**config.mk**
```make
export PLATFORM = sky130hd
export DESIGN_NAME = amo_ctrl
export DESIGN_NICKNAME = d
export VERILOG_FILES = /design/src/hw/rtl/amo_pkg.sv /design/src/hw/rtl/amo_ctrl.sv
export SDC_FILE = /design/constraint.sdc
export NUM_CORES = 1
export LEC_CHECK = 0
export ABC_AREA = 1
export BUFFER_PORTS_ARGS = -buffer_cell sky130_fd_sc_hd__clkbuf_2
export CORE_AREA = 2 2 39 41
export DETAILED_ROUTE_END_ITERATION = 10
export DIE_AREA = 0 0 41 43
export GPL_TIMING_DRIVEN = 0
export REMOVE_ABC_BUFFERS = 1
export SLEW_MARGIN = 20
export SYNTH_ARGS = -nofsm -noshare
export SYNTH_HDL_FRONTEND = slang
export SYNTH_SLANG_ARGS = --single-unit
```
**constraint.sdc**
```tcl
create_clock -name clk -period 3.3 [get_ports clk]
set_clock_uncertainty 0.2 [all_clocks]
set_input_delay 0.495 -clock clk [delete_from_list [all_inputs] [get_ports clk]]
set_output_delay 0.495 -clock clk [all_outputs]
set_load 0.005 [all_outputs]
```
**src/hw/rtl/amo_pkg.sv**
```systemverilog
// Package for the atomic memory operation unit: payload structs, command
// codes, controller states and command/status structs. No dependencies.
package amo_pkg;
  localparam int MemBytes = 65536;
  localparam int WordCount = (MemBytes + 7) / 8;
  localparam int WAddrW = $clog2(WordCount);
  localparam int ClrW = WAddrW + 1;

  typedef enum logic [3:0] {
    CMD_LOAD = 4'd0, CMD_STORE = 4'd1, CMD_ADD = 4'd2, CMD_SUB = 4'd3,
    CMD_AND = 4'd4, CMD_OR = 4'd5, CMD_XOR = 4'd6, CMD_XCHG = 4'd7,
    CMD_CMPXCHG = 4'd8
  } cmd_t;

  localparam logic [1:0] StOk = 2'd0;
  localparam logic [1:0] StUnaligned = 2'd1;
  localparam logic [1:0] StBounds = 2'd2;

  typedef struct packed {
    logic [3:0]  cmd;
    logic [1:0]  size_code;
    logic        sign_extend;
    logic        result_wide;
    logic        atomic_check;
    logic [31:0] address;
    logic [63:0] operand_value;
    logic [63:0] compare_value;
  } amo_in_t;

  typedef struct packed {
    logic [63:0] read_data;
    logic [1:0]  status;
  } amo_out_t;

  typedef enum logic [2:0] {
    S_CLEAR, S_IDLE, S_READ, S_READ2, S_EXEC, S_WRHI, S_OUT
  } amo_state_t;

  typedef struct packed {
    logic clr_en;
    logic capture;
    logic rd_en;
    logic rd_hi;
    logic exec;
    logic wr_hi;
  } amo_cmd_t;

  typedef struct packed {
    logic clr_done;
    logic needs_mem;
    logic crosses;
  } amo_stat_t;
endpackage

```
**src/hw/rtl/amo_ctrl.sv**
```systemverilog
// Controller for the atomic memory operation unit: clearing pass, then one
// word at a time through read, execute and output. Uses amo_pkg.
module amo_ctrl import amo_pkg::*; (
  input  logic      clk,
  input  logic      rst_n,
  input  logic      in_valid,
  output logic      in_ready,
  output logic      out_valid,
  input  logic      out_ready,
  input  amo_stat_t stat,
  output amo_cmd_t  cmd
);
  amo_state_t state_r, state_nxt;

  always_ff @(posedge clk) begin
    if (!rst_n) state_r <= S_CLEAR;
    else state_r <= state_nxt;
  end

  always_comb begin
    state_nxt = state_r;
    cmd = '0;
    in_ready = 1'b0;
    out_valid = 1'b0;
    unique case (state_r)
      S_CLEAR: begin
        cmd.clr_en = 1'b1;
        if (stat.clr_done) state_nxt = S_IDLE;
      end
      S_IDLE: begin
        in_ready = 1'b1;
        if (in_valid) begin
          cmd.capture = 1'b1;
          state_nxt = S_READ;
        end
      end
      S_READ: begin
        cmd.rd_en = 1'b1;
        if (!stat.needs_mem) state_nxt = S_OUT;
        else state_nxt = stat.crosses ? S_READ2 : S_EXEC;
      end
      // An access whose bytes span two memory words also reads the upper word.
      S_READ2: begin
        cmd.rd_hi = 1'b1;
        state_nxt = S_EXEC;
      end
      S_EXEC: begin
        cmd.exec = 1'b1;
        state_nxt = stat.crosses ? S_WRHI : S_OUT;
      end
      S_WRHI: begin
        cmd.wr_hi = 1'b1;
        state_nxt = S_OUT;
      end
      S_OUT: begin
        out_valid = 1'b1;
        if (out_ready) state_nxt = S_IDLE;
      end
      default: state_nxt = S_CLEAR;
    endcase
  end
endmodule

```
* After elaboration in Yosys (flattened, before gate mapping)
Cells that the tools add are included.
** Cells by class
- Equality and inequality tests :: 9
- Mux-type cells :: 16
- Reductions and logical operators :: 2
** Operators with widths (number)
- case mux 3 bit (7 select lines) :: 1
- two-way mux 3 bit :: 5
- == test 3 bit (second input constant) :: 3
- two-way mux 1 bit :: 9
- == test 3 x 2 -> 1 bit (second input constant) :: 2
- != test 2 bit (second input constant) :: 3
- == test 3 x 1 -> 1 bit (second input constant) :: 1
- zero test 3 bit :: 1
- AND reduction 3 bit :: 1
- two-way mux 2 bit :: 1
** Storage, ports and cells
- Register bits after elaboration :: 3
- Bits of input ports :: 7
- Output and inout bits :: 8
- Word-level logic and storage cells :: 28

* Longest topological paths before layout
Gate-level depths: netlist of the first run.
- Depth in word-level cells :: 3
- Mapped depth :: 7
- Depth with buffers taken out :: 7

* Worst setup path after synthesis of the first run
No wires, ideal clock.
- Path type :: register -> output
- Start :: reg state_r[0]
- End :: out cmd[4] in the netlist's numbering
- Data arrival time :: 0.731 ns
- Data required time :: 2.605 ns
- Path slack :: 1.874 ns
- Stages on the path, launching flop included :: 5
- Path buffers :: 0
- Cell sequence :: dfxtp_1 -> inv_2 -> nor2_2 -> nand2_1 -> nor2_1
** RTL lines
- start: declaration :: RTL line amo_ctrl.sv:13 : amo_state_t state_r, state_nxt;
- start signal: assignment :: RTL line amo_ctrl.sv:17 : else state_r <= state_nxt;
- end: declaration :: RTL line amo_ctrl.sv:11 : output amo_cmd_t cmd

==> results of run 1 <==
-- worst max-delay path: cells and delay by family (launching register included) --
| kind | cells | cell delay (ns) |
|---|---|---|
| buffers and inverters | 2 | 0.20 |
| DFF | 1 | 0.42 |
| and+or+nand+nor | 3 | 0.26 |
-- power by group through the flow --
stage / clock network (mW) / registers, mW / logic [mW]
after detailed placement: 0 / 0.0780 / 0.193
after CTS: 0.0683 / 0.0774 / 0.194
after global routing: 0.0726 / 0.0804 / 0.218
final: 0.0640 / 0.0768 / 0.189
after global placement: 0 / 0.0786 / 0.191
after floorplan: 0 / 0.0737 / 0.139
-- placed cells by master, fill, tap and decap left out, drive strengths merged --
master | netlist | final
a21oi | 3 | 3
clkbuf | 0 | 18
dfxtp | 3 | 3
inv | 15 | 15
nand2 | 15 | 15
nand3 | 5 | 5
nand3b | 1 | 1
nor2 | 11 | 11
nor3 | 1 | 1
o21bai | 1 | 1
-- stage by stage --
step	total power [mW]	hold slack, ns	utilization
2_1_floorplan	0.213	0.393	-
3_3_place_gp	0.270	0.500	0.273
3_5_place_dp	0.271	0.493	0.273
4_1_cts	0.339	0.277	0.292
5_1_grt	0.371	0.291	0.292
6_report	0.330	0.281	0.292
-- area by class of cell --
type                    count  share of cell area
well taps                  16              0.0495
flip-flops and latches      3               0.149
repair buffers             14               0.173
inverters                  15               0.139
clock buffers               4              0.0650
multi-input cells          37               0.424
-- path summary, 6_finish.rpt --
path,from,to
worst max-delay path,state_r[0],cmd[4]
worst min-delay path,rst_n,state_r[2]
worst max register to register,state_r[1],state_r[0]
worst min register to register,state_r[2],state_r[2]
-- layer usage --
layer,up-vias,share of wire,GRT usage
li1,200,-,-
met1,142,0.43,0.0865
met2,8,0.49,0.116
met3,0,0.077,0.0524
met4,0,0,0.0400
met5,-,0,0
-- kinds of logic (layout without fill, tap and decap cells) --
logic type,Yosys count,after routing,synth area share
AOI/OAI and AO/OA,4,4,0.0913
buffers and inverters,15,33,0.196
DFF,3,3,0.209
and+or+nand+nor,33,33,0.504
==> insert_results.sql, run 1 <==
INSERT INTO impl_metrics (metric_group, metric, value, unit) VALUES
('run_status', 'result_of_the_run', 'finished, final reports clean', ''),
('sta', 'final.min_clock_period', '1.81', 'ns'),
('layout', 'post_route_cells_drive_above_1_share', '0.329', ''),
('placement', 'dp_cells', '85', ''),
('sta', 'final_max_slew_viols', '0', ''),
('synth', 'ys_seq_elements', '3', ''),
('power_and_ir_drop', 'power.clock.fraction', '0.194', ''),
('min_path', 'holdCritPathClass', 'in -> reg', ''),
('clock_tree', 'clock-sinks', '3', ''),
('layout', 'largest_registers', 'state_r x3', ''),
('placement', 'dp_slack', '1.73', 'ns'),
('sta', 'timing.final.crit_share', '0.547', ''),
('routing', 'wl_per_cell', '6.88', 'um'),
('worst_setup_path', 'critical_path.max_fanout', '5', ''),
('synth', 'yosys.area.top_type_share', '0.209', ''),
('worst_setup_path', 'worst_ep_required_time', '2.60', 'ns'),
('layout', 'area_growth_syn_to_layout', '40.4', '%'),
('synth', 'syn_area_per_cell', '5.23', 'sq um'),
('floorplanning', 'core_region_area', '1380', 'sq um'),
('worst_setup_path', 'cp-start-kind', 'flop', ''),
('synth', 'synth_edf_count', '0', ''),
('floorplanning', 'floorplan.die.width', '41', 'um'),
('clock_tree', 'htree_num_levels', '1', ''),
('synth', 'yosys.cell_count.top_type', 'sky130_fd_sc_hd__nand2_1', ''),
('grt', 'grt_overflow_total', '0', ''),
('sta', 'headroom_to_the_max_slew_limit', '0.852', ''),
('synth', 'synth.yosys.warnings', '0', ''),
('grt', 'grt_start_max_net_pins', '10', ''),
('power_and_ir_drop', 'vdd_drop_max', '0.000266', 'V'),
('sta', 'finalWorstSetupSlack', '1.49', 'ns'),
('routing', 'routed-via-count', '350', ''),
('clock_tree', 'insertion_delay', '0.23', 'ns'),
('worst_setup_path', 'worst-setup-path-type', 'reg -> out', ''),
('power_and_ir_drop', 'internal_power', '177', 'uW'),
('layout', 'net_count_reported_at_finish', '81', ''),
('routing', 'routed_wirelength', '612', 'um'),
('worst_setup_path', 'ff2ff_setup_slack', '1.99', 'ns'),
('clock_tree', 'tritoncts', 'built', ''),
('clock_tree', 'postCtsHoldBufs', '0', ''),
('placement', 'placed_cell_area', '378', 'sq um'),
('worst_setup_path', 'worstRegToRegCells', '7', ''),
('placement', 'port_buffers', '14', ''),
('synth', 'ys_async_sr_fraction', '0', ''),
('power_and_ir_drop', 'p_leak', '0.277', 'nW'),
('routing', 'detail_route.iter0.violations', '5', ''),
('power_and_ir_drop', 'power_density', '817', 'nW/um^2'),
('grt', 'grt_use_total', '0.0802', ''),
('sta', 'highest_clock_frequency_the_design_can_meet', '554', 'MHz'),
('sta', 'finalSetupTns', '0', 'ns'),
('placement', 'place_hpwl', '538', 'um'),
('synth', 'synth-seq-area-share', '0.209', ''),
('sta', 'setup_viol', '0', ''),
('layout', 'antenna_cells_inserted', '0', ''),
('floorplanning', 'placementRows', '14', ''),
('floorplanning', 'fp.dieArea', '1760', 'sq um'),
('grt', 'number_of_antenna_violations_at_the_first_check_in_global_routing', '0', ''),
('layout', 'final.fill_count', '179', ''),
('worst_setup_path', 'worst-endpoint-arrival', '1.11', 'ns'),
('routing', 'detail_route.vias_per_cell', '3.93', ''),
('floorplanning', 'floorplan.die.height', '43', 'um'),
('synth', 'synth_top_area_cell', 'sky130_fd_sc_hd__dfxtp_1', ''),
('power_and_ir_drop', 'seq_power_share', '0.233', ''),
('min_path', 'hold_path_depth', '3', ''),
('sta', 'setup_repair_after_global_routing_missed_its_margin', 'false', ''),
('synth', 'synth_flop_cell', 'sky130_fd_sc_hd__dfxtp_1', ''),
('grt', 'via_count_of_the_first_global_routing_pass', '274', ''),
('worst_setup_path', 'critical_path.max_stage_delay', '0.42', 'ns'),
('worst_setup_path', 'critical_path.cell_chain', 'inv_2 > nor2_2 > nand2_1 > nor2_1 > clkbuf_2', ''),
('routing', 'drcViolationCount', '0', ''),
('worst_setup_path', 'end_kind', 'output port', ''),
('clock_tree', 'cts-buffers-inserted', '3', '');
No activity file was read; power rests on OpenSTA's default activity.
==> run 2, diff against run 1 <==
ABC_AREA = 0   (was 1)
clock period = 1.6 ns   (was 3.3 ns; I/O delays follow)
==> run 2 against run 1 <==
Via count decreased by 14%. Die area unchanged. Wire length is 12% higher. Sequential power up 59%. Clock power increased by 100%. Area after synthesis shrank 13%. Synthesized cell count down 38%. Combinational power decreased by 32%. Critical endpoint is now cmd[3]. Largest power group is now the clock network.
==> insert_results.sql, run 2 <==
INSERT INTO impl_metrics (metric_group, metric, value, unit) VALUES
('run_status', 'result_of_the_run', 'finished, final reports clean', ''),
('layout', 'postLayoutCellArea', '368', 'sq um'),
('sta', 'tightestPinTransition', '0.406', 'ns'),
('layout', 'final.fill_count', '164', ''),
('layout', 'antenna_cells_inserted', '0', ''),
('sta', 'timing.final.crit_share', '0.951', ''),
('sta', 'setup_viol', '0', ''),
('worst_setup_path', 'worst_ep_required_time', '1.16', 'ns'),
('worst_setup_path', 'worstReg2RegStart', 'state_r[2]', ''),
('synth', 'netlist-cell-type-count', '25', ''),
('power_and_ir_drop', 'p_leak', '0.172', 'nW'),
('layout', 'final_common_cell', 'sky130_fd_sc_hd__clkbuf_2', ''),
('sta', 'highest_clock_frequency_the_design_can_meet', '657', 'MHz'),
('synth', 'synth_top_area_cell', 'sky130_fd_sc_hd__dfxtp_1', ''),
('floorplanning', 'initial_core_util', '0.180', ''),
('layout', 'post_route_cells_drive_above_1_share', '0.480', ''),
('clock_tree', 'clkTransAtPathRegs', '0.04', 'ns'),
('sta', 'final.min_clock_period', '1.52', 'ns'),
('floorplanning', 'core_region_area', '1380', 'sq um'),
('clock_tree', 'tritoncts', 'built', ''),
('sta', 'hold-worst-slack', '0.0471', 'ns'),
('sta', 'headroom_to_the_max_slew_limit', '0.722', ''),
('synth', 'post_synth_most_frequent_cells', '4 x sky130_fd_sc_hd__and3_1, 4 x sky130_fd_sc_hd__nor3_1, 3 x sky130_fd_sc_hd__dfxtp_1, 2 x sky130_fd_sc_hd__a21oi_1', ''),
('routing', 'wl_per_cell', '10.4', 'um'),
('synth', 'ys_seq_elements', '3', ''),
('routing', 'route.antenna.remaining_nets', '0', ''),
('grt', 'grt_overflow_total', '0', ''),
('layout', 'final_util', '0.266', ''),
('worst_setup_path', 'critical_path.cell_chain', 'inv_2 > nor3_1 > clkbuf_2', ''),
('synth', 'ys_async_sr_fraction', '0', ''),
('worst_setup_path', 'critical_path.max_stage_delay', '0.44', 'ns'),
('layout', 'largest_registers', 'state_r x3', ''),
('power_and_ir_drop', 'power_density', '1040', 'nW/um^2'),
('synth', 'synth_area_leaders', 'sky130_fd_sc_hd__dfxtp_1 24%, sky130_fd_sc_hd__and3_1 10%, sky130_fd_sc_hd__nor3_1 8.0%', ''),
('routing', 'firstDrtPassIters', '3', ''),
('clock_tree', 'clock-sinks', '3', ''),
('synth', 'yosys.area.top_type_share', '0.241', ''),
('clock_tree', 'cts-buffers-inserted', '3', ''),
('sta', 'hold_violations', '0', ''),
('worst_setup_path', 'cp-start-kind', 'flop', ''),
('routing', 'detail_route.iter0.violations', '5', ''),
('placement', 'dp_slack', '0.0371', 'ns'),
('grt', 'grt_start_max_net_pins', '18', ''),
('synth', 'synth.yosys.warnings', '0', ''),
('layout', 'net_count_reported_at_finish', '58', ''),
('layout', 'area_growth_syn_to_layout', '47.7', '%'),
('min_path', 'hold_path.startpoint', 'rst_n', ''),
('sta', 'finalSetupTns', '0', 'ns'),
('floorplanning', 'floorplan.die.height', '43', 'um'),
('worst_setup_path', 'critical-path-top-delay-family', 'flip-flops', ''),
('clock_tree', 'cts_max_path_buffers', '2', ''),
('clock_tree', 'htree_num_levels', '1', ''),
('placement', 'port_buffers', '14', ''),
('routing', 'routed-via-count', '301', ''),
('min_path', 'whs_endpoint', 'state_r[2]', ''),
('synth', 'synth_edf_count', '0', ''),
('placement', 'placed_cell_area', '322', 'sq um'),
('layout', 'largest-register', 'state_r', ''),
('sta', 'setup_repair_after_global_routing_missed_its_margin', 'false', ''),
('grt', 'number_of_antenna_violations_at_the_first_check_in_global_routing', '0', ''),
('worst_setup_path', 'critical_path.slowest_cell', 'sky130_fd_sc_hd__dfxtp_2', ''),
('grt', 'via_count_of_the_first_global_routing_pass', '267', ''),
('floorplanning', 'io_pins', '15', ''),
('floorplanning', 'fp.dieArea', '1760', 'sq um'),
('power_and_ir_drop', 'vdd_drop_max', '0.000265', 'V'),
('layout', 'mostFrequentLayoutCells', '14 x sky130_fd_sc_hd__clkbuf_2, 4 x sky130_fd_sc_hd__and3_1, 4 x sky130_fd_sc_hd__nor3_1, 3 x sky130_fd_sc_hd__clkbuf_4', ''),
('worst_setup_path', 'critPathBufInv', '2', ''),
('job', 'cap_viol_max_count', '0', ''),
('worst_setup_path', 'end_kind', 'output port', ''),
('worst_setup_path', 'critical_path.max_fanout', '10', ''),
('routing', 'drcViolationCount', '0', ''),
('layout', 'largest_register_ff_count', '3', ''),
('routing', 'routed_wirelength', '685', 'um'),
('min_path', 'hold_path_depth', '3', ''),
('routing', 'detail_route.vias_per_cell', '4.56', ''),
('worst_setup_path', 'worstSetupPathDepth', '3', ''),
('synth', 'syn_area_per_cell', '7.32', 'sq um'),
('synth', 'syn-cell-area', '249', 'sq um'),
('clock_tree', 'insertion_delay', '0.23', 'ns'),
('grt', 'grt_use_total', '0.0954', ''),
('clock_tree', 'cts.root.buffer_cell', 'sky130_fd_sc_hd__clkbuf_4', ''),
('synth', 'synth_flop_cell', 'sky130_fd_sc_hd__dfxtp_1', ''),
('sta', 'finalWorstSetupSlack', '0.0777', 'ns'),
('worst_setup_path', 'worstReg2RegEnd', 'state_r[1]', ''),
('placement', 'place.gp.congestion', '0.644', ''),
('worst_setup_path', 'ff2ff_setup_slack', '0.17', 'ns'),
('min_path', 'holdCritPathClass', 'in -> reg', ''),
('grt', 'grt_first_pass_wirelength', '1.06', 'mm'),
('floorplanning', 'floorplan.die.width', '41', 'um'),
('worst_setup_path', 'worst-endpoint-arrival', '1.08', 'ns'),
('synth', 'syn_inst', '34', ''),
('sta', 'final_max_slew_viols', '0', ''),
('floorplanning', 'placementRows', '14', ''),
('worst_setup_path', 'worstRegToRegCells', '3', ''),
('synth', 'synth-seq-area-share', '0.241', ''),
('worst_setup_path', 'worst-setup-path-type', 'reg -> out', '');
## run 2: changes by cell type after synthesis, moves of 4 or more
cell	before	now
sky130_fd_sc_hd__inv_1	11	1
sky130_fd_sc_hd__nand2_1	15	1
sky130_fd_sc_hd__and3_1	0	4
sky130_fd_sc_hd__nand3_1	5	1
sky130_fd_sc_hd__nor2_1	9	1
## run 2: cell families after synthesis
logic type / count (synthesis) / synth area share
buffers and inverters: 5 / 0.100
DFF: 3 / 0.241
AOI/OAI and AO/OA: 9 / 0.241
and+or+nand+nor: 17 / 0.417
## run 2: tightest hold or removal path, delay by kind of cell
kind,cells,cell delay (ns)
simple gates,2,0.09
buf+inv,1,0.11
## run 2: area by class of cell
cell class / instances / area (sq um) / share of cell area
Clock buffer: 4 / 26.3 / 0.0714
Inverter: 2 / 7.51 / 0.0204
Tap cell: 16 / 20.0 / 0.0544
Multi-Input combinational cell: 26 / 170 / 0.463
Sequential cell: 3 / 66.3 / 0.180
Timing Repair Buffer: 15 / 77.6 / 0.211
## run 2: what timing repair did
action / CTS / global route
buffers inserted: 0 / 1
resized for setup: 4 / 2
pin swaps: 0 / 1
setup endpoints to repair: 7 / 1
hold buffers: 0 / 0
## run 2: per-layer routing
layer	vias to the layer above	track usage	wire length, um
met5	-	0	0
met4	0	0.0800	0
met3	0	0.0628	44
met2	10	0.138	358
met1	134	0.0868	282
li1	157	-	-
## run 2: stage by stage
step | instances | total power [mW]
final | 66 | 0.382
after global routing | 66 | 0.426
after CTS | 65 | 0.374
after detailed placement | 61 | 0.230
after global placement | 61 | 0.228
after floorplan | 31 | 0.179
## run 2: report_power, final
part           switching (mW)  internal [mW]  total [mW]
combinational          0.0620         0.0670       0.129
sequential             0.0302         0.0922       0.122
clock                  0.0376         0.0934       0.131
## run 2: how the worst max path moves through the flow
| stage | startpoint | endpoint |
|---|---|---|
| 6_report | state_r[1] | cmd[3] |
| 4_1_cts | state_r[0] | cmd[4] |
| 3_5_place_dp | state_r[2] | state_r[1] |
| 3_3_place_gp | state_r[2] | state_r[1] |
| 2_1_floorplan | state_r[2] | state_r[1] |
| 5_1_grt | state_r[1] | cmd[3] |
==> run 3, diff against run 2 <==
SETUP_SLACK_MARGIN = 0.2   (was default)
==> run 3 against run 2 <==
Setup slack better by 0.065 ns. First-iteration DRC count down 20%. Utilization up 8.1 points. Worst hold slack worse by 0.0018 ns. Global-route usage up 2.0 points. Power up 21%. Cell count up 11%.
==> insert_results.sql, run 3 (synthesis gave the netlist of run 2 again) <==
INSERT INTO impl_metrics (metric_group, metric, value, unit) VALUES
('grt', 'grt_use_total', '0.115', ''),
('grt', 'grt_first_pass_wirelength', '1.28', 'mm'),
('routing', 'drcViolationCount', '0', ''),
('layout', 'final_common_cell', 'sky130_fd_sc_hd__clkbuf_2', ''),
('grt', 'grt_start_max_net_pins', '9', ''),
('grt', 'via_count_of_the_first_global_routing_pass', '311', ''),
('routing', 'routed-via-count', '338', ''),
('layout', 'antenna_cells_inserted', '0', ''),
('placement', 'port_buffers', '14', ''),
('floorplanning', 'floorplan.die.height', '43', 'um'),
('placement', 'place.gp.congestion', '0.644', ''),
('sta', 'finalSetupTns', '0', 'ns'),
('job', 'cap_viol_max_count', '0', ''),
('power_and_ir_drop', 'vdd_drop_max', '0.000283', 'V'),
('clock_tree', 'cts-buffers-inserted', '3', ''),
('worst_setup_path', 'worst-endpoint-arrival', '1.02', 'ns'),
('clock_tree', 'clkTransAtPathRegs', '0.04', 'ns'),
('layout', 'area_growth_syn_to_layout', '93.0', '%'),
('sta', 'final_max_slew_viols', '0', ''),
('layout', 'instances_no_fill', '73', ''),
('floorplanning', 'fp.dieArea', '1760', 'sq um'),
('worst_setup_path', 'end_kind', 'output port', ''),
('clock_tree', 'tritoncts', 'built', ''),
('grt', 'grt_overflow_total', '0', ''),
('floorplanning', 'io_pins', '15', ''),
('clock_tree', 'insertion_delay', '0.23', 'ns'),
('layout', 'largest_register_ff_count', '3', ''),
('layout', 'largest_registers', 'state_r x3', ''),
('floorplanning', 'core_region_area', '1380', 'sq um'),
('floorplanning', 'initial_core_util', '0.180', ''),
('grt', 'number_of_antenna_violations_at_the_first_check_in_global_routing', '0', ''),
('worst_setup_path', 'critPathBufInv', '2', ''),
('layout', 'multi_input_comb_area', '206', 'sq um'),
('worst_setup_path', 'critical_path.slowest_cell', 'sky130_fd_sc_hd__dfxtp_4', ''),
('power_and_ir_drop', 'power_density', '962', 'nW/um^2'),
('routing', 'firstDrtPassIters', '4', ''),
('sta', 'tightestPinTransition', '0.336', 'ns'),
('routing', 'wl_per_cell', '11.3', 'um'),
('worst_setup_path', 'critical_path.max_stage_delay', '0.36', 'ns'),
('layout', 'largest-register', 'state_r', ''),
('sta', 'hold_violations', '0', ''),
('floorplanning', 'floorplan.die.width', '41', 'um'),
('worst_setup_path', 'critical_path.max_fanout', '3', ''),
('sta', 'timing.final.crit_share', '0.911', ''),
('sta', 'finalWorstSetupSlack', '0.143', 'ns'),
('layout', 'net_count_reported_at_finish', '65', ''),
('routing', 'detail_route.iter0.violations', '4', ''),
('layout', 'post_route_cells_drive_above_1_share', '0.667', ''),
('floorplanning', 'placementRows', '14', ''),
('clock_tree', 'cts.root.buffer_cell', 'sky130_fd_sc_hd__clkbuf_4', ''),
('worst_setup_path', 'worst_ep_required_time', '1.16', 'ns'),
('power_and_ir_drop', 'p_leak', '0.218', 'nW'),
('layout', 'mostFrequentLayoutCells', '9 x sky130_fd_sc_hd__clkbuf_2, 6 x sky130_fd_sc_hd__buf_4, 5 x sky130_fd_sc_hd__buf_2', ''),
('clock_tree', 'clock-sinks', '3', ''),
('sta', 'setup_viol', '0', ''),
('sta', 'highest_clock_frequency_the_design_can_meet', '686', 'MHz'),
('sta', 'final.min_clock_period', '1.46', 'ns'),
('routing', 'routed_wirelength', '825', 'um'),
('worst_setup_path', 'cp-start-kind', 'flop', ''),
('worst_setup_path', 'ff2ff_setup_slack', '0.18', 'ns'),
('worst_setup_path', 'critical-path-top-delay-family', 'flip-flops', ''),
('placement', 'dp_slack', '0.0371', 'ns'),
('worst_setup_path', 'worst-setup-path-type', 'reg -> out', ''),
('min_path', 'holdCritPathClass', 'in -> reg', ''),
('worst_setup_path', 'critical_path.cell_chain', 'inv_4 > nor3_4 > and2_1 > buf_2', ''),
('placement', 'dp_cells', '61', ''),
('sta', 'headroom_to_the_max_slew_limit', '0.773', ''),
('routing', 'route.antenna.remaining_nets', '0', ''),
('run_status', 'result_of_the_run', 'finished, final reports clean', ''),
('sta', 'setup_repair_after_global_routing_missed_its_margin', 'true', ''),
('layout', 'final.fill_count', '155', ''),
('clock_tree', 'htree_num_levels', '1', ''),
('routing', 'detail_route.vias_per_cell', '4.63', ''),
('layout', 'seqCellArea', '71.3', 'sq um'),
('clock_tree', 'cts_max_path_buffers', '2', '');
## run 3: changes by cell type in the layout (fill, tap and decap cells not counted), moves of 3 or more
cell / delta
sky130_fd_sc_hd__clkbuf_2: -5
sky130_fd_sc_hd__nor3_1: -3
sky130_fd_sc_hd__buf_2: +5
sky130_fd_sc_hd__nor3_2: +3
sky130_fd_sc_hd__buf_4: +5
## run 3: worst register-to-register path, delay by kind of cell, from the launching register on
family | cells | cell delay [ns]
AND/OR/NAND/NOR | 1 | 0.14
flip-flops | 1 | 0.37
AO/OA/AOI/OAI | 2 | 0.34
buffers and inverters | 2 | 0.25
## run 3: cell type report
class,instances,share of cell area
multi-input cells,26,0.430
repair buffers,22,0.305
flip-flops and latches,3,0.148
clock buffers,4,0.0547
well taps,16,0.0417
inverters,2,0.0208
## run 3: final timing paths
kind              startpoint          to  cells after the start
setup reg to reg  state_r[2]  state_r[0]                      5
hold reg to reg   state_r[2]  state_r[2]                      3
setup / recovery  state_r[0]      cmd[4]                      4
hold / removal         rst_n  state_r[2]                      3
## run 3: metal layers
| metal | track usage | vias to the layer above | part of all wire |
|---|---|---|---|
| li1 | - | 173 | - |
| met1 | 0.0932 | 155 | 0.36 |
| met2 | 0.194 | 10 | 0.59 |
| met3 | 0.0628 | 0 | 0.056 |
| met4 | 0.0800 | 0 | 0 |
| met5 | 0 | - | 0 |
## run 3: power by group
part	internal, mW	leakage, nW	switching (mW)
Sequential	0.0930	0.0267	0.0256
Combinational	0.120	0.176	0.0925
Clock	0.0934	0.0150	0.0378
Total	0.306	0.218	0.156
## run 3: repair_timing
action / CTS / global route
pin swaps: 3 / 7
hold buffers: 0 / 0
buffers inserted: 5 / 3
setup endpoints to repair: 10 / 10
resized for setup: 13 / 10
## run 3: per-stage QoR
step	hold WS, ns	util	instance area [sq um]	total power [mW]
2_1_floorplan	0.154	-	231	0.179
3_3_place_gp	0.295	0.232	322	0.228
3_5_place_dp	0.294	0.232	322	0.230
4_1_cts	0.0371	0.315	435	0.427
5_1_grt	0.0551	0.347	480	0.509
6_report	0.0453	0.347	480	0.462
